### config.mk
export PLATFORM = sky130hd
export DESIGN_NAME = fraction_arith_reduce
export DESIGN_NICKNAME = d
export VERILOG_FILES = /design/src/sv/fra_pkg.sv /design/src/sv/fraction_arith_reduce.sv /design/src/sv/fra_mul.sv /design/src/sv/fra_gcd.sv /design/src/sv/fra_div.sv
export SDC_FILE = /design/constraint.sdc
export NUM_CORES = 2
export LEC_CHECK = 0
export BUFFER_PORTS_ARGS = -buffer_cell sky130_fd_sc_hd__buf_2
export CAP_MARGIN = 20
export CORE_MARGIN = 4
export CORE_UTILIZATION = 35
export CTS_BUF_LIST = sky130_fd_sc_hd__clkbuf_16
export DETAILED_ROUTE_END_ITERATION = 12
export PLACE_DENSITY = 0.52
export SLEW_MARGIN = 0
export SYNTH_ARGS = -nofsm -noshare
export SYNTH_HDL_FRONTEND = slang
export SYNTH_SLANG_ARGS = --single-unit
### constraint.sdc
create_clock -name clk_i -period 10.1 [get_ports clk_i]
set_clock_uncertainty 0.05 [all_clocks]
set_input_delay 0.505 -clock clk_i [delete_from_list [all_inputs] [get_ports clk_i]]
set_output_delay 0.505 -clock clk_i [all_outputs]
set_load 0.05 [all_outputs]
### src/sv/fra_pkg.sv
// shared constants, codes and types of the fraction arithmetic block
package fra_pkg;

  localparam int unsigned OPERAND_WIDTH = 16;
  localparam int unsigned PROD_W        = 2 * OPERAND_WIDTH;
  localparam int unsigned RAW_NUM_W     = PROD_W + 1;
  localparam int unsigned MAG_W         = PROD_W;
  localparam int unsigned CNT_W         = $clog2(MAG_W + 1);
  localparam int unsigned NUM_OUT_W     = 33;
  localparam int unsigned DEN_OUT_W     = 32;

  typedef enum logic [1:0] {
    ACT_ADD = 2'd0,
    ACT_SUB = 2'd1,
    ACT_MUL = 2'd2,
    ACT_DIV = 2'd3
  } action_e;

  // which product the shared multiplier forms
  typedef enum logic [1:0] {
    MSTEP_NUM   = 2'd0,
    MSTEP_DEN   = 2'd1,
    MSTEP_CROSS = 2'd2
  } mstep_e;

  typedef enum logic [7:0] {
    S_IDLE = 8'b0000_0001,
    S_MUL0 = 8'b0000_0010,
    S_MUL1 = 8'b0000_0100,
    S_MUL2 = 8'b0000_1000,
    S_COMB = 8'b0001_0000,
    S_GCD  = 8'b0010_0000,
    S_DIVN = 8'b0100_0000,
    S_DIVD = 8'b1000_0000
  } state_e;

  // handshake of an iterative unit
  typedef struct packed {
    logic start;
  } unit_req_t;

  typedef struct packed {
    logic done;
    logic busy;
  } unit_rsp_t;

endpackage

### src/sv/fraction_arith_reduce.sv
// top level: sequencer for fraction arithmetic with gcd reduction
// when the raw numerator or denominator is zero the reduction is skipped; otherwise the
//   binary gcd runs (one shift or subtract per cycle) and the shared divider makes two
//   passes, first for the numerator and then for the denominator
// throughput: one beat at a time; busy stays high until the result strobe, so the
//   rate is set by the gcd loop and the two passes through the shared divider
// results are strobed for one cycle and cannot be stalled; reset clears the sequencer
module fraction_arith_reduce import fra_pkg::*; (
  input  logic                          clk_i,
  input  logic                          rst_ni,
  input  logic                          start,
  output logic                          busy,
  input  logic [1:0]                    action_i,
  input  logic signed [OPERAND_WIDTH-1:0] num_a_i,
  input  logic signed [OPERAND_WIDTH-1:0] den_a_i,
  input  logic signed [OPERAND_WIDTH-1:0] num_b_i,
  input  logic signed [OPERAND_WIDTH-1:0] den_b_i,
  output logic                          valid_o,
  output logic signed [NUM_OUT_W-1:0]   num_out_o,
  output logic signed [DEN_OUT_W-1:0]   den_out_o,
  output logic                          zero_den_o
);

  state_e state_q, state_d;
  logic   valid_q, valid_d;

  // latched operands of the beat in flight
  action_e                         op_q, op_d;
  logic signed [OPERAND_WIDTH-1:0] a_q, a_d, b_q, b_d, c_q, c_d, d_q, d_d;

  // products from the shared multiplier
  logic signed [PROD_W-1:0] p0_q, p0_d, p1_q, p1_d, p2_q, p2_d;
  logic signed [PROD_W-1:0] prod;
  mstep_e                   mstep;

  // raw and reduced fraction
  logic signed [RAW_NUM_W-1:0] num_q, num_d, raw_num;
  logic signed [PROD_W-1:0]    den_q, den_d, raw_den;
  logic [MAG_W-1:0]            nq_q, nq_d;
  logic [MAG_W-1:0]            mag_num, mag_den;
  logic signed [RAW_NUM_W-1:0] neg_num;
  logic signed [PROD_W-1:0]    neg_den;
  logic signed [RAW_NUM_W-1:0] red_num;
  logic signed [MAG_W:0]       red_den;

  // output registers
  logic signed [NUM_OUT_W-1:0] num_out_q, num_out_d;
  logic signed [DEN_OUT_W-1:0] den_out_q, den_out_d;
  logic                        zden_q, zden_d;

  // shared units
  unit_req_t        gcd_req, div_req;
  unit_rsp_t        gcd_rsp, div_rsp;
  logic [MAG_W-1:0] gcd_g, div_quo, div_dividend;

  // marks that the gcd of the current beat has been launched
  logic gcd_started_q, gcd_started_d;

  assign busy = (state_q != S_IDLE);

  // product order: numerator term, denominator, cross term
  always_comb begin
    case (state_q)
      S_MUL0:  mstep = MSTEP_NUM;
      S_MUL1:  mstep = MSTEP_DEN;
      default: mstep = MSTEP_CROSS;
    endcase
  end

  fra_mul u_mul (
    .op_i   (op_q),
    .step_i (mstep),
    .a_i    (a_q),
    .b_i    (b_q),
    .c_i    (c_q),
    .d_i    (d_q),
    .prod_o (prod)
  );

  // raw fraction before reduction; equal denominators skip the cross terms
  always_comb begin
    raw_num = RAW_NUM_W'(p0_q);
    raw_den = p1_q;
    case (op_q)
      ACT_ADD: begin
        if (b_q == d_q) begin
          raw_num = RAW_NUM_W'(a_q) + RAW_NUM_W'(c_q);
          raw_den = PROD_W'(b_q);
        end else begin
          raw_num = RAW_NUM_W'(p0_q) + RAW_NUM_W'(p2_q);
        end
      end
      ACT_SUB: begin
        if (b_q == d_q) begin
          raw_num = RAW_NUM_W'(a_q) - RAW_NUM_W'(c_q);
          raw_den = PROD_W'(b_q);
        end else begin
          raw_num = RAW_NUM_W'(p0_q) - RAW_NUM_W'(p2_q);
        end
      end
      default: begin
        raw_num = RAW_NUM_W'(p0_q);
        raw_den = p1_q;
      end
    endcase
  end

  // magnitudes fed to the gcd and the divider
  assign neg_num = -num_q;
  assign neg_den = -den_q;
  assign mag_num = num_q[RAW_NUM_W-1] ? neg_num[MAG_W-1:0] : num_q[MAG_W-1:0];
  assign mag_den = den_q[PROD_W-1] ? neg_den[MAG_W-1:0] : den_q[MAG_W-1:0];

  // signs go back on after the exact division
  assign red_num = num_q[RAW_NUM_W-1] ? -$signed({1'b0, nq_q}) : $signed({1'b0, nq_q});
  assign red_den = den_q[PROD_W-1] ? -$signed({1'b0, div_quo}) : $signed({1'b0, div_quo});

  assign div_dividend = (state_q == S_GCD) ? mag_num : mag_den;

  fra_gcd u_gcd (
    .clk_i  (clk_i),
    .rst_ni (rst_ni),
    .req_i  (gcd_req),
    .x_i    (mag_num),
    .y_i    (mag_den),
    .rsp_o  (gcd_rsp),
    .g_o    (gcd_g)
  );

  fra_div u_div (
    .clk_i      (clk_i),
    .rst_ni     (rst_ni),
    .req_i      (div_req),
    .dividend_i (div_dividend),
    .divisor_i  (gcd_g),
    .rsp_o      (div_rsp),
    .quo_o      (div_quo)
  );

  // sequencer
  always_comb begin
    state_d       = state_q;
    valid_d       = 1'b0;
    op_d          = op_q;
    a_d           = a_q;
    b_d           = b_q;
    c_d           = c_q;
    d_d           = d_q;
    p0_d          = p0_q;
    p1_d          = p1_q;
    p2_d          = p2_q;
    num_d         = num_q;
    den_d         = den_q;
    nq_d          = nq_q;
    num_out_d     = num_out_q;
    den_out_d     = den_out_q;
    zden_d        = zden_q;
    gcd_req.start = 1'b0;
    div_req.start = 1'b0;
    case (state_q)
      S_IDLE: begin
        if (start) begin
          op_d    = action_e'(action_i);
          a_d     = num_a_i;
          b_d     = den_a_i;
          c_d     = num_b_i;
          d_d     = den_b_i;
          state_d = S_MUL0;
        end
      end
      S_MUL0: begin
        p0_d    = prod;
        state_d = S_MUL1;
      end
      S_MUL1: begin
        p1_d    = prod;
        state_d = S_MUL2;
      end
      S_MUL2: begin
        p2_d    = prod;
        state_d = S_COMB;
      end
      S_COMB: begin
        num_d = raw_num;
        den_d = raw_den;
        if (raw_num == '0 || raw_den == '0) begin
          // zero part: no reduction
          num_out_d = NUM_OUT_W'(raw_num);
          den_out_d = DEN_OUT_W'(raw_den);
          zden_d    = (raw_den == '0);
          valid_d   = 1'b1;
          state_d   = S_IDLE;
        end else begin
          state_d = S_GCD;
        end
      end
      S_GCD: begin
        // first cycle here starts the gcd on the registered raw parts
        if (gcd_rsp.done) begin
          div_req.start = 1'b1;
          state_d       = S_DIVN;
        end
      end
      S_DIVN: begin
        if (div_rsp.done) begin
          nq_d          = div_quo;
          div_req.start = 1'b1;
          state_d       = S_DIVD;
        end
      end
      S_DIVD: begin
        if (div_rsp.done) begin
          num_out_d = NUM_OUT_W'(red_num);
          den_out_d = DEN_OUT_W'(red_den);
          zden_d    = 1'b0;
          valid_d   = 1'b1;
          state_d   = S_IDLE;
        end
      end
      default: begin
        state_d = S_IDLE;
      end
    endcase
    if (state_q == S_GCD && !gcd_rsp.busy && !gcd_rsp.done && !gcd_started_q) begin
      gcd_req.start = 1'b1;
    end
  end

  assign gcd_started_d = (state_q == S_GCD) ? (gcd_started_q | gcd_req.start) : 1'b0;

  always_ff @(posedge clk_i or negedge rst_ni) begin
    if (!rst_ni) begin
      state_q       <= S_IDLE;
      valid_q       <= 1'b0;
      gcd_started_q <= 1'b0;
    end else begin
      state_q       <= state_d;
      valid_q       <= valid_d;
      gcd_started_q <= gcd_started_d;
    end
  end

  always_ff @(posedge clk_i) begin
    op_q      <= op_d;
    a_q       <= a_d;
    b_q       <= b_d;
    c_q       <= c_d;
    d_q       <= d_d;
    p0_q      <= p0_d;
    p1_q      <= p1_d;
    p2_q      <= p2_d;
    num_q     <= num_d;
    den_q     <= den_d;
    nq_q      <= nq_d;
    num_out_q <= num_out_d;
    den_out_q <= den_out_d;
    zden_q    <= zden_d;
  end

  assign valid_o    = valid_q;
  assign num_out_o  = num_out_q;
  assign den_out_o  = den_out_q;
  assign zero_den_o = zden_q;

`ifndef ASSERT_OFF
  a_strobe_idle: assert property (@(posedge clk_i) disable iff (!rst_ni)
    valid_o |-> !busy)
    else $error("result strobe while the sequencer is busy");

  a_strobe_single: assert property (@(posedge clk_i) disable iff (!rst_ni)
    valid_o |=> !valid_o)
    else $error("result strobe longer than one cycle");

  a_accept_busy: assert property (@(posedge clk_i) disable iff (!rst_ni)
    (start && !busy) |=> busy)
    else $error("accepted beat did not raise busy");

  a_zero_den: assert property (@(posedge clk_i) disable iff (!rst_ni)
    (valid_o && zero_den_o) |-> (den_out_o == '0))
    else $error("zero denominator flag with nonzero denominator");
`endif

endmodule

### src/sv/fra_mul.sv
// shared signed multiplier with operand selection per product step
module fra_mul import fra_pkg::*; (
  input  action_e                           op_i,
  input  mstep_e                            step_i,
  input  logic signed [OPERAND_WIDTH-1:0]   a_i,
  input  logic signed [OPERAND_WIDTH-1:0]   b_i,
  input  logic signed [OPERAND_WIDTH-1:0]   c_i,
  input  logic signed [OPERAND_WIDTH-1:0]   d_i,
  output logic signed [PROD_W-1:0]          prod_o
);

  logic signed [OPERAND_WIDTH-1:0] opa;
  logic signed [OPERAND_WIDTH-1:0] opb;

  always_comb begin
    opa = a_i;
    opb = d_i;
    case (step_i)
      MSTEP_NUM: begin
        opa = a_i;
        opb = (op_i == ACT_MUL) ? c_i : d_i;
      end
      MSTEP_DEN: begin
        opa = b_i;
        opb = (op_i == ACT_DIV) ? c_i : d_i;
      end
      MSTEP_CROSS: begin
        opa = c_i;
        opb = b_i;
      end
      default: begin
        opa = a_i;
        opb = d_i;
      end
    endcase
  end

  assign prod_o = PROD_W'(opa) * PROD_W'(opb);

endmodule

### src/sv/fra_gcd.sv
// binary gcd engine, one shift or subtract step per cycle
module fra_gcd import fra_pkg::*; (
  input  logic               clk_i,
  input  logic               rst_ni,
  input  unit_req_t          req_i,
  input  logic [MAG_W-1:0]   x_i,
  input  logic [MAG_W-1:0]   y_i,
  output unit_rsp_t          rsp_o,
  output logic [MAG_W-1:0]   g_o
);

  logic             run_q, run_d;
  logic             done_q, done_d;
  logic [MAG_W-1:0] x_q, x_d, y_q, y_d, g_q, g_d;
  logic [CNT_W-1:0] k_q, k_d;

  always_comb begin
    run_d  = run_q;
    done_d = 1'b0;
    x_d    = x_q;
    y_d    = y_q;
    k_d    = k_q;
    g_d    = g_q;
    if (req_i.start) begin
      x_d   = x_i;
      y_d   = y_i;
      k_d   = '0;
      run_d = 1'b1;
    end else if (run_q) begin
      if (x_q == y_q) begin
        g_d    = x_q << k_q;
        run_d  = 1'b0;
        done_d = 1'b1;
      end else if (!x_q[0] && !y_q[0]) begin
        x_d = x_q >> 1;
        y_d = y_q >> 1;
        k_d = k_q + CNT_W'(1);
      end else if (!x_q[0]) begin
        x_d = x_q >> 1;
      end else if (!y_q[0]) begin
        y_d = y_q >> 1;
      end else if (x_q > y_q) begin
        x_d = x_q - y_q;
      end else begin
        y_d = y_q - x_q;
      end
    end
  end

  always_ff @(posedge clk_i or negedge rst_ni) begin
    if (!rst_ni) begin
      run_q  <= 1'b0;
      done_q <= 1'b0;
    end else begin
      run_q  <= run_d;
      done_q <= done_d;
    end
  end

  always_ff @(posedge clk_i) begin
    x_q <= x_d;
    y_q <= y_d;
    k_q <= k_d;
    g_q <= g_d;
  end

  assign rsp_o.done = done_q;
  assign rsp_o.busy = run_q;
  assign g_o        = g_q;

endmodule

### src/sv/fra_div.sv
// restoring divider, one quotient bit per cycle
module fra_div import fra_pkg::*; (
  input  logic               clk_i,
  input  logic               rst_ni,
  input  unit_req_t          req_i,
  input  logic [MAG_W-1:0]   dividend_i,
  input  logic [MAG_W-1:0]   divisor_i,
  output unit_rsp_t          rsp_o,
  output logic [MAG_W-1:0]   quo_o
);

  logic             run_q, run_d;
  logic             done_q, done_d;
  logic [CNT_W-1:0] cnt_q, cnt_d;
  logic [MAG_W-1:0] rem_q, rem_d, quo_q, quo_d, dvs_q, dvs_d;
  logic [MAG_W:0]   rem_sh;
  logic [MAG_W:0]   diff;

  assign rem_sh = {rem_q, quo_q[MAG_W-1]};
  assign diff   = rem_sh - {1'b0, dvs_q};

  always_comb begin
    run_d  = run_q;
    done_d = 1'b0;
    cnt_d  = cnt_q;
    rem_d  = rem_q;
    quo_d  = quo_q;
    dvs_d  = dvs_q;
    if (req_i.start) begin
      run_d = 1'b1;
      cnt_d = CNT_W'(MAG_W);
      rem_d = '0;
      quo_d = dividend_i;
      dvs_d = divisor_i;
    end else if (run_q) begin
      if (rem_sh >= {1'b0, dvs_q}) begin
        rem_d = diff[MAG_W-1:0];
        quo_d = {quo_q[MAG_W-2:0], 1'b1};
      end else begin
        rem_d = rem_sh[MAG_W-1:0];
        quo_d = {quo_q[MAG_W-2:0], 1'b0};
      end
      cnt_d = cnt_q - CNT_W'(1);
      if (cnt_q == CNT_W'(1)) begin
        run_d  = 1'b0;
        done_d = 1'b1;
      end
    end
  end

  always_ff @(posedge clk_i or negedge rst_ni) begin
    if (!rst_ni) begin
      run_q  <= 1'b0;
      done_q <= 1'b0;
    end else begin
      run_q  <= run_d;
      done_q <= done_d;
    end
  end

  always_ff @(posedge clk_i) begin
    cnt_q <= cnt_d;
    rem_q <= rem_d;
    quo_q <= quo_d;
    dvs_q <= dvs_d;
  end

  assign rsp_o.done = done_q;
  assign rsp_o.busy = run_q;
  assign quo_o      = quo_q;

endmodule
Yosys cells after proc, flatten, opt, wreduce, memory -nomap -nowiden
Cells that the tools add are included.
{"block": "classes", "n_addsub": 13, "n_mul": 1, "div": 0, "n_lt_le_gt_ge": 2, "eq_ne": 26, "n_shift": 1, "mux": 67, "bitwise": 3, "n_reduce_logical": 29}
{"cell": "two-way mux 32 bit", "n": 25}
{"cell": "two-way mux 33 bit", "n": 5}
{"cell": "case mux 33 bit (2 select lines)", "n": 2}
{"cell": "negation 32 bit", "n": 3}
{"cell": "subtractor 32 bit", "n": 3}
{"cell": "case mux 32 bit (2 select lines)", "n": 1}
{"cell": "case mux 8 bit (8 select lines)", "n": 1}
{"cell": "case mux 16 bit (3 select lines)", "n": 1}
{"cell": "adder 32 x 32 -> 33 bit", "n": 1}
{"cell": ">= comparator 33 x 32 -> 1 bit", "n": 1}
{"cell": "zero test 33 bit", "n": 1}
{"cell": "negation 32 -> 33 bit", "n": 1}
{"cell": "subtractor 32 x 32 -> 33 bit", "n": 1}
{"cell": "== test 32 bit", "n": 1}
{"cell": "greater-than comparator 32 bit", "n": 1}
{"cell": "zero test 32 bit", "n": 1}
{"cell": "multiplier 16 x 16 -> 32 bit", "n": 1}
{"cell": "two-way mux 16 bit", "n": 2}
{"cell": "two-way mux 8 bit", "n": 4}
{"cell": "case mux 16 bit (2 select lines)", "n": 1}
{"cell": "<< shifter 32 x 6 -> 32 bit", "n": 1}
{"cell": "two-way mux 1 bit", "n": 20}
{"cell": "adder 16 x 16 -> 17 bit", "n": 1}
{"cell": "subtractor 16 x 16 -> 17 bit", "n": 1}
{"cell": "33 further kinds", "n": 62}
{"block": "totals", "regBits": 543, "latch_bits": 0, "mem_bits_rw": 0, "rom_bits": 0, "inputBits": 69, "out_inout_bits": 68, "word_cells": 173, "mem_count": 0}

Longest topological paths before layout
{"block": "logic_depth", "depth_word": 8, "mapped_depth": 37, "ltp_nobuf": 34}

Cells and area by module
Synthesis repeated with hierarchy kept, for this count alone.
{"block": "hier_totals", "cells_unflattened": 5252, "hier_area_um2": 48517.8}
{"module": "fraction_arith_reduce", "instances": 1, "cells_per_inst": 2147, "area_per_inst_um2": 21222.9, "seq_area_each_um2": 10010.9}
{"module": "fra_mul", "instances": 1, "cells_per_inst": 1296, "area_per_inst_um2": 11024.3, "seq_area_each_um2": 0.0}
{"module": "fra_gcd", "instances": 1, "cells_per_inst": 1152, "area_per_inst_um2": 9960.8, "seq_area_each_um2": 3052.9}
{"module": "fra_div", "instances": 1, "cells_per_inst": 657, "area_per_inst_um2": 6309.8, "seq_area_each_um2": 2732.6}

Least setup slack after synthesis
No wires, ideal clock.
{"block": "synth_timing", "path_kind": "reg2reg", "startpoint": "register state_q[3]", "endpoint": "register den_out_q[0], in the netlist den_out_o[0] (enable)", "setup_time_ps": 498, "arrival_time_ps": 9414, "required_ps": 9552, "setup_slack_ps": 138, "path_stages_with_launch": 6, "path_buffers": 0, "path_cell_list": "dfrtp_1 -> nor4_1 -> nand2_1 -> nor3b_1 -> inv_1 -> o21ai_1"}
{"block": "synth_between", "elab_chain_cells": 3}
{"element": "from (decl)", "line": "fraction_arith_reduce.sv:24", "text": "state_e state_q, state_d;"}
{"element": "from (signal assigned)", "line": "fraction_arith_reduce.sv:237", "text": "state_q <= state_d;"}
{"element": "== test 8 x 5 -> 1 bit / == test 8 bit (equally long branches)", "line": "fraction_arith_reduce.sv:160", "text": "case (state_q)"}
{"element": "!= test 2 bit (no line) (tied with other cells)"}
{"element": "AND reduction 3 bit (no line) (*)"}
{"element": "to (signal assigned)", "line": "fraction_arith_reduce.sv:256", "text": "den_out_q <= den_out_d;"}
{"element": "to (decl)", "line": "fraction_arith_reduce.sv:48", "text": "logic signed [DEN_OUT_W-1:0] den_out_q, den_out_d;"}
Every way passes the cells marked *; elsewhere a longest branch is shown, timed or not.
A chain may end at the register's enable or synchronous reset.

Worst setup path after layout
{"block": "layout_timing", "startpoint": "register state_q[4]", "endpoint": "register p1_q[31] (data pin)"}
{"block": "layout_between", "elab_chain_cells": 5}
{"element": "== test 8 x 3 -> 1 bit / == test 8 x 2 -> 1 bit (equally long branches)", "line": "fraction_arith_reduce.sv:63", "text": "case (state_q)"}
{"element": "case mux 2 bit (2 select lines) (*)", "line": "fraction_arith_reduce.sv:63"}
{"element": "== test 2 bit (tied with other cells)", "line": "fra_mul.sv:18", "text": "case (step_i)"}
{"element": "case mux 16 bit (3 select lines) / case mux 16 bit (2 select lines) (equally long branches)", "line": "fra_mul.sv:18"}
{"element": "multiplier 16 x 16 -> 32 bit (*)", "line": "fra_mul.sv:38", "text": "assign prod_o = PROD_W'(opa) * PROD_W'(opb);"}
{"element": "via prod[31]", "line": "fraction_arith_reduce.sv:33", "text": "logic signed [PROD_W-1:0] prod;"}
{"element": "to (signal assigned)", "line": "fraction_arith_reduce.sv:250", "text": "p1_q <= p1_d;"}
{"element": "to (decl)", "line": "fraction_arith_reduce.sv:32", "text": "logic signed [PROD_W-1:0] p0_q, p0_d, p1_q, p1_d, p2_q, p2_d;"}
The timed path passes the listed nets; every way through them passes the cells marked *.

==> summary.md <==
| Metric | Value |
|---|---|
| Post-synth top cells | 541 x nor2_1, 537 x inv_1, 485 x edfxtp_1 |
| Main area contributors after synthesis | edfxtp_1 32%, fa_1 12%, ha_1 7.7% |
| Reg-to-Reg Start | state_q[4] |
| Share of cells above drive strength 1 | slightly above 8% |
| Pin count of the biggest net entering global routing | 84 |
| Cell Area, Synth | approximately 0.046 mm^2 |
| Final min period | around 9 ns |
| Crit start category | register |
| Wire per inst | 23.1 um |
| Fmax | approximately 110 MHz |
| DR vias/cell | roughly 5.5 |
| Reg-to-Reg End | p1_q[31] |
| Post-route cell area | 0.0512 mm^2 |
| Slew headroom | around 22% |
| DRC viols | 0 |
| RSZ-0062 raised after global routing | no |
| Fraction of registers with async set/reset | 2.58% |
| Cell at the slowest stage of the critical path | fa_1 |
| Maxcap violations | 0 |
| # IOs | 137 |
| Root buf cell | clkbuf_16 |
| Chip Height | around 370 um |
| CTS clk-pin slew, worst paths | roughly 0.06 ns |
| Final Util | about two fifths |
| Syn_nets | roughly 5.5k |
| CTS H-tree lvls | 3 |
| CP Capture Type | register |
| Final ANT Viol Nets | 0 |
| Initial antenna violation count | 6 |
| Largest area contributor in the netlist | edfxtp_1 |
| DP Wirelength | around 120000 um |
| Final wirelength | 157000 um |
| CP Class | register to register |
| Clock tree buffer depth | 3 |
| Total congestion overflow | 0 |
| DR vias | roughly 37k |
| PostCTS Resize Cnt | 0 |
| Vias in the first global route | around 37k |
| WHS Endpoint | state_q[1] |
| Nets | approximately 5.6k |
| Core ar. | 0.129 mm^2 |
| Initial DRC Count | 3530 |
| Critical path required time | ~10 ns |
| GPL Wtd Cong | approximately 0.96 |
| # port buffers | roughly 140 |
| Hold Vio Cnt, Final | 0 |
| Drt first pass iters | 6 |
| Most used DFF post-synth | edfxtp_1 |
| Post-CTS Setup Bufs | 0 |
| Post-CTS Hold Buffers | 67 |
| Dpl cell area | a little under 0.05 mm^2 |
| P&R area growth vs syn | 12.3% |
| Chip width | 369 um |
| Worst EP arrival | a little over 9 ns |
| Skew-Pair Late Insertion Delay | about 0.66 ns |
| Total clock sinks | 543 |
| EDFF count, synth | between 400 and 500 |
| Hold Path Cell Cnt | 2 |
| Fin Setup TNS | 0 ns |
| TritonCTS clock tree | built |
| FF-to-FF setup slack | 1.10 ns |
| CTS buffer count | 67 |
| Starting density of the core | 35.2% |
| Status | finished, final reports clean |
| Sequential share of the synthesized area | between 30% and 40% |
| Most frequent cell after synthesis | nor2_1 |
| First-pass GRT wire length | 236000 um |
| Synth top area share | around a third |
| CP Max Fanout | 16 |
| Slew @ Worst Pin | about 1.2 ns |
| Crit path largest cell delay | ~0.54 ns |
| Gr usage total | 22.8% |
| Hold path startpoint | start |
| Crit share post-route | between 80% and 90% |
| Row count | about 130 |
| Hold/Removal Path Class | input pin to register |
| Yosys cell types | 83 |
| Worst Reg-to-Reg Cells | 35 |
| Avg Inst Size Synth | 9.36 um^2 |
| Synth warn | 0 |
| DIE AREA | ~0.14 mm^2 |
| Max-slew violations | 0 |
| Final Setup Violations | 0 |
| Syn Inst Count | approximately 4.9k |
| Synth Register Bits | approximately 540 |
==> state kept, by name, indices dropped and copies added (netlist names), 32 cells and up <==
signal	count
num_out_o	33
num_q	33
den_out_o	32
den_q	32
nq_q	32
p0_q	32
p1_q	32
p2_q	32
u_div.dvs_q	32
u_div.quo_o	32
u_div.rem_q	32
u_gcd.g_o	32
u_gcd.x_q	32
u_gcd.y_q	32
==> layer usage <==
layer | wire length, um | GRT usage, % | up-vias | part of all wire [%]
li1 | - | - | 17330 | -
met1 | 68800 | 30.4 | 18318 | 44
met2 | 74400 | 38.4 | 1163 | 47
met3 | 8380 | 2.88 | 233 | 5.3
met4 | 5600 | 7.43 | 0 | 3.6
met5 | 0 | 0 | - | 0
==> cell families (layout without fill, tap and decap cells) <==
logic type / count (synthesis) / in the layout / synth area share [%]
mux: 73 / 73 / 2.29
xor+xnor: 309 / 309 / 5.93
simple gates: 1423 / 1423 / 14.2
flops: 543 / 543 / 34.6
buf+inv: 770 / 950 / 6.36
fa+ha+maj: 550 / 550 / 19.5
compound gates: 1206 / 1206 / 17.1
other cells: 0 / 1 / 0
==> through the flow <==
step	cells	setup WS (ns)	hold WS [ns]
floorplan	4874	0.138	0.159
global placement	6608	1.35	0.357
detailed placement	6608	1.25	0.357
CTS	6795	1.18	0.149
global route	6796	0.481	0.181
finish	6797	1.10	0.206
==> worst max-delay path by stage <==
stage | startpoint | to | cells after the start
after floorplan | state_q[3] | den_out_o[0] | 5
after global placement | state_q[4] | p0_q[31] | 35
after detailed placement | state_q[4] | p0_q[31] | 35
after CTS | state_q[4] | p0_q[31] | 35
after global routing | state_q[4] | p1_q[31] | 35
final | state_q[4] | p1_q[31] | 35
==> placed cells by master (no fill, tap or decap), types with 20 or more instances in the layout <==
cell	count
buf_4	86
or3_1	34
nand2b_1	67
dfxtp_1	43
edfxtp_1	485
o211ai_1	27
a211oi_1	54
o21a_1	20
o21ai_0	227
a21o_1	107
fa_1	269
a31oi_1	27
mux4_2	24
nand3_1	50
xnor2_1	169
a221oi_1	58
ha_1	281
o21bai_1	29
xor2_1	140
o41ai_1	24
inv_1	544
dlygate4sd3_1	67
nor3_1	58
nor2_1	540
mux2i_1	39
clkbuf_16	67
a21oi_1	373
nand2_1	425
o31ai_1	47
nand4_1	39
nor4_1	37
buf_2	136
or4_1	32
or2_2	26
nor2b_1	40
==> worst max-delay path: cells and delay by family, from the launching register on <==
family,cells,cell delay (ns)
and+or+nand+nor,8,1.73
buffers and inverters,7,0.78
AOI/OAI and AO/OA,12,2.16
adders and majority gates,7,3.39
xor gates and xnor gates,1,0.11
DFF,1,0.44
==> area by class of cell <==
type / instances / area (um^2)
Multi-Input combinational cell: 3561 / 27000
Sequential cell: 543 / 15800
Clock inverter: 53 / 500
Clock buffer: 67 / 1680
Tap cell: 1742 / 2180
Timing Repair Buffer: 290 / 2020
Fill cell: 13008 / 78300
Inverter: 540 / 2030
Antenna cell: 1 / 2.50
Power is not shown: default switching activity piles up to over one toggle a cycle in this logic, so the estimate is an artifact.
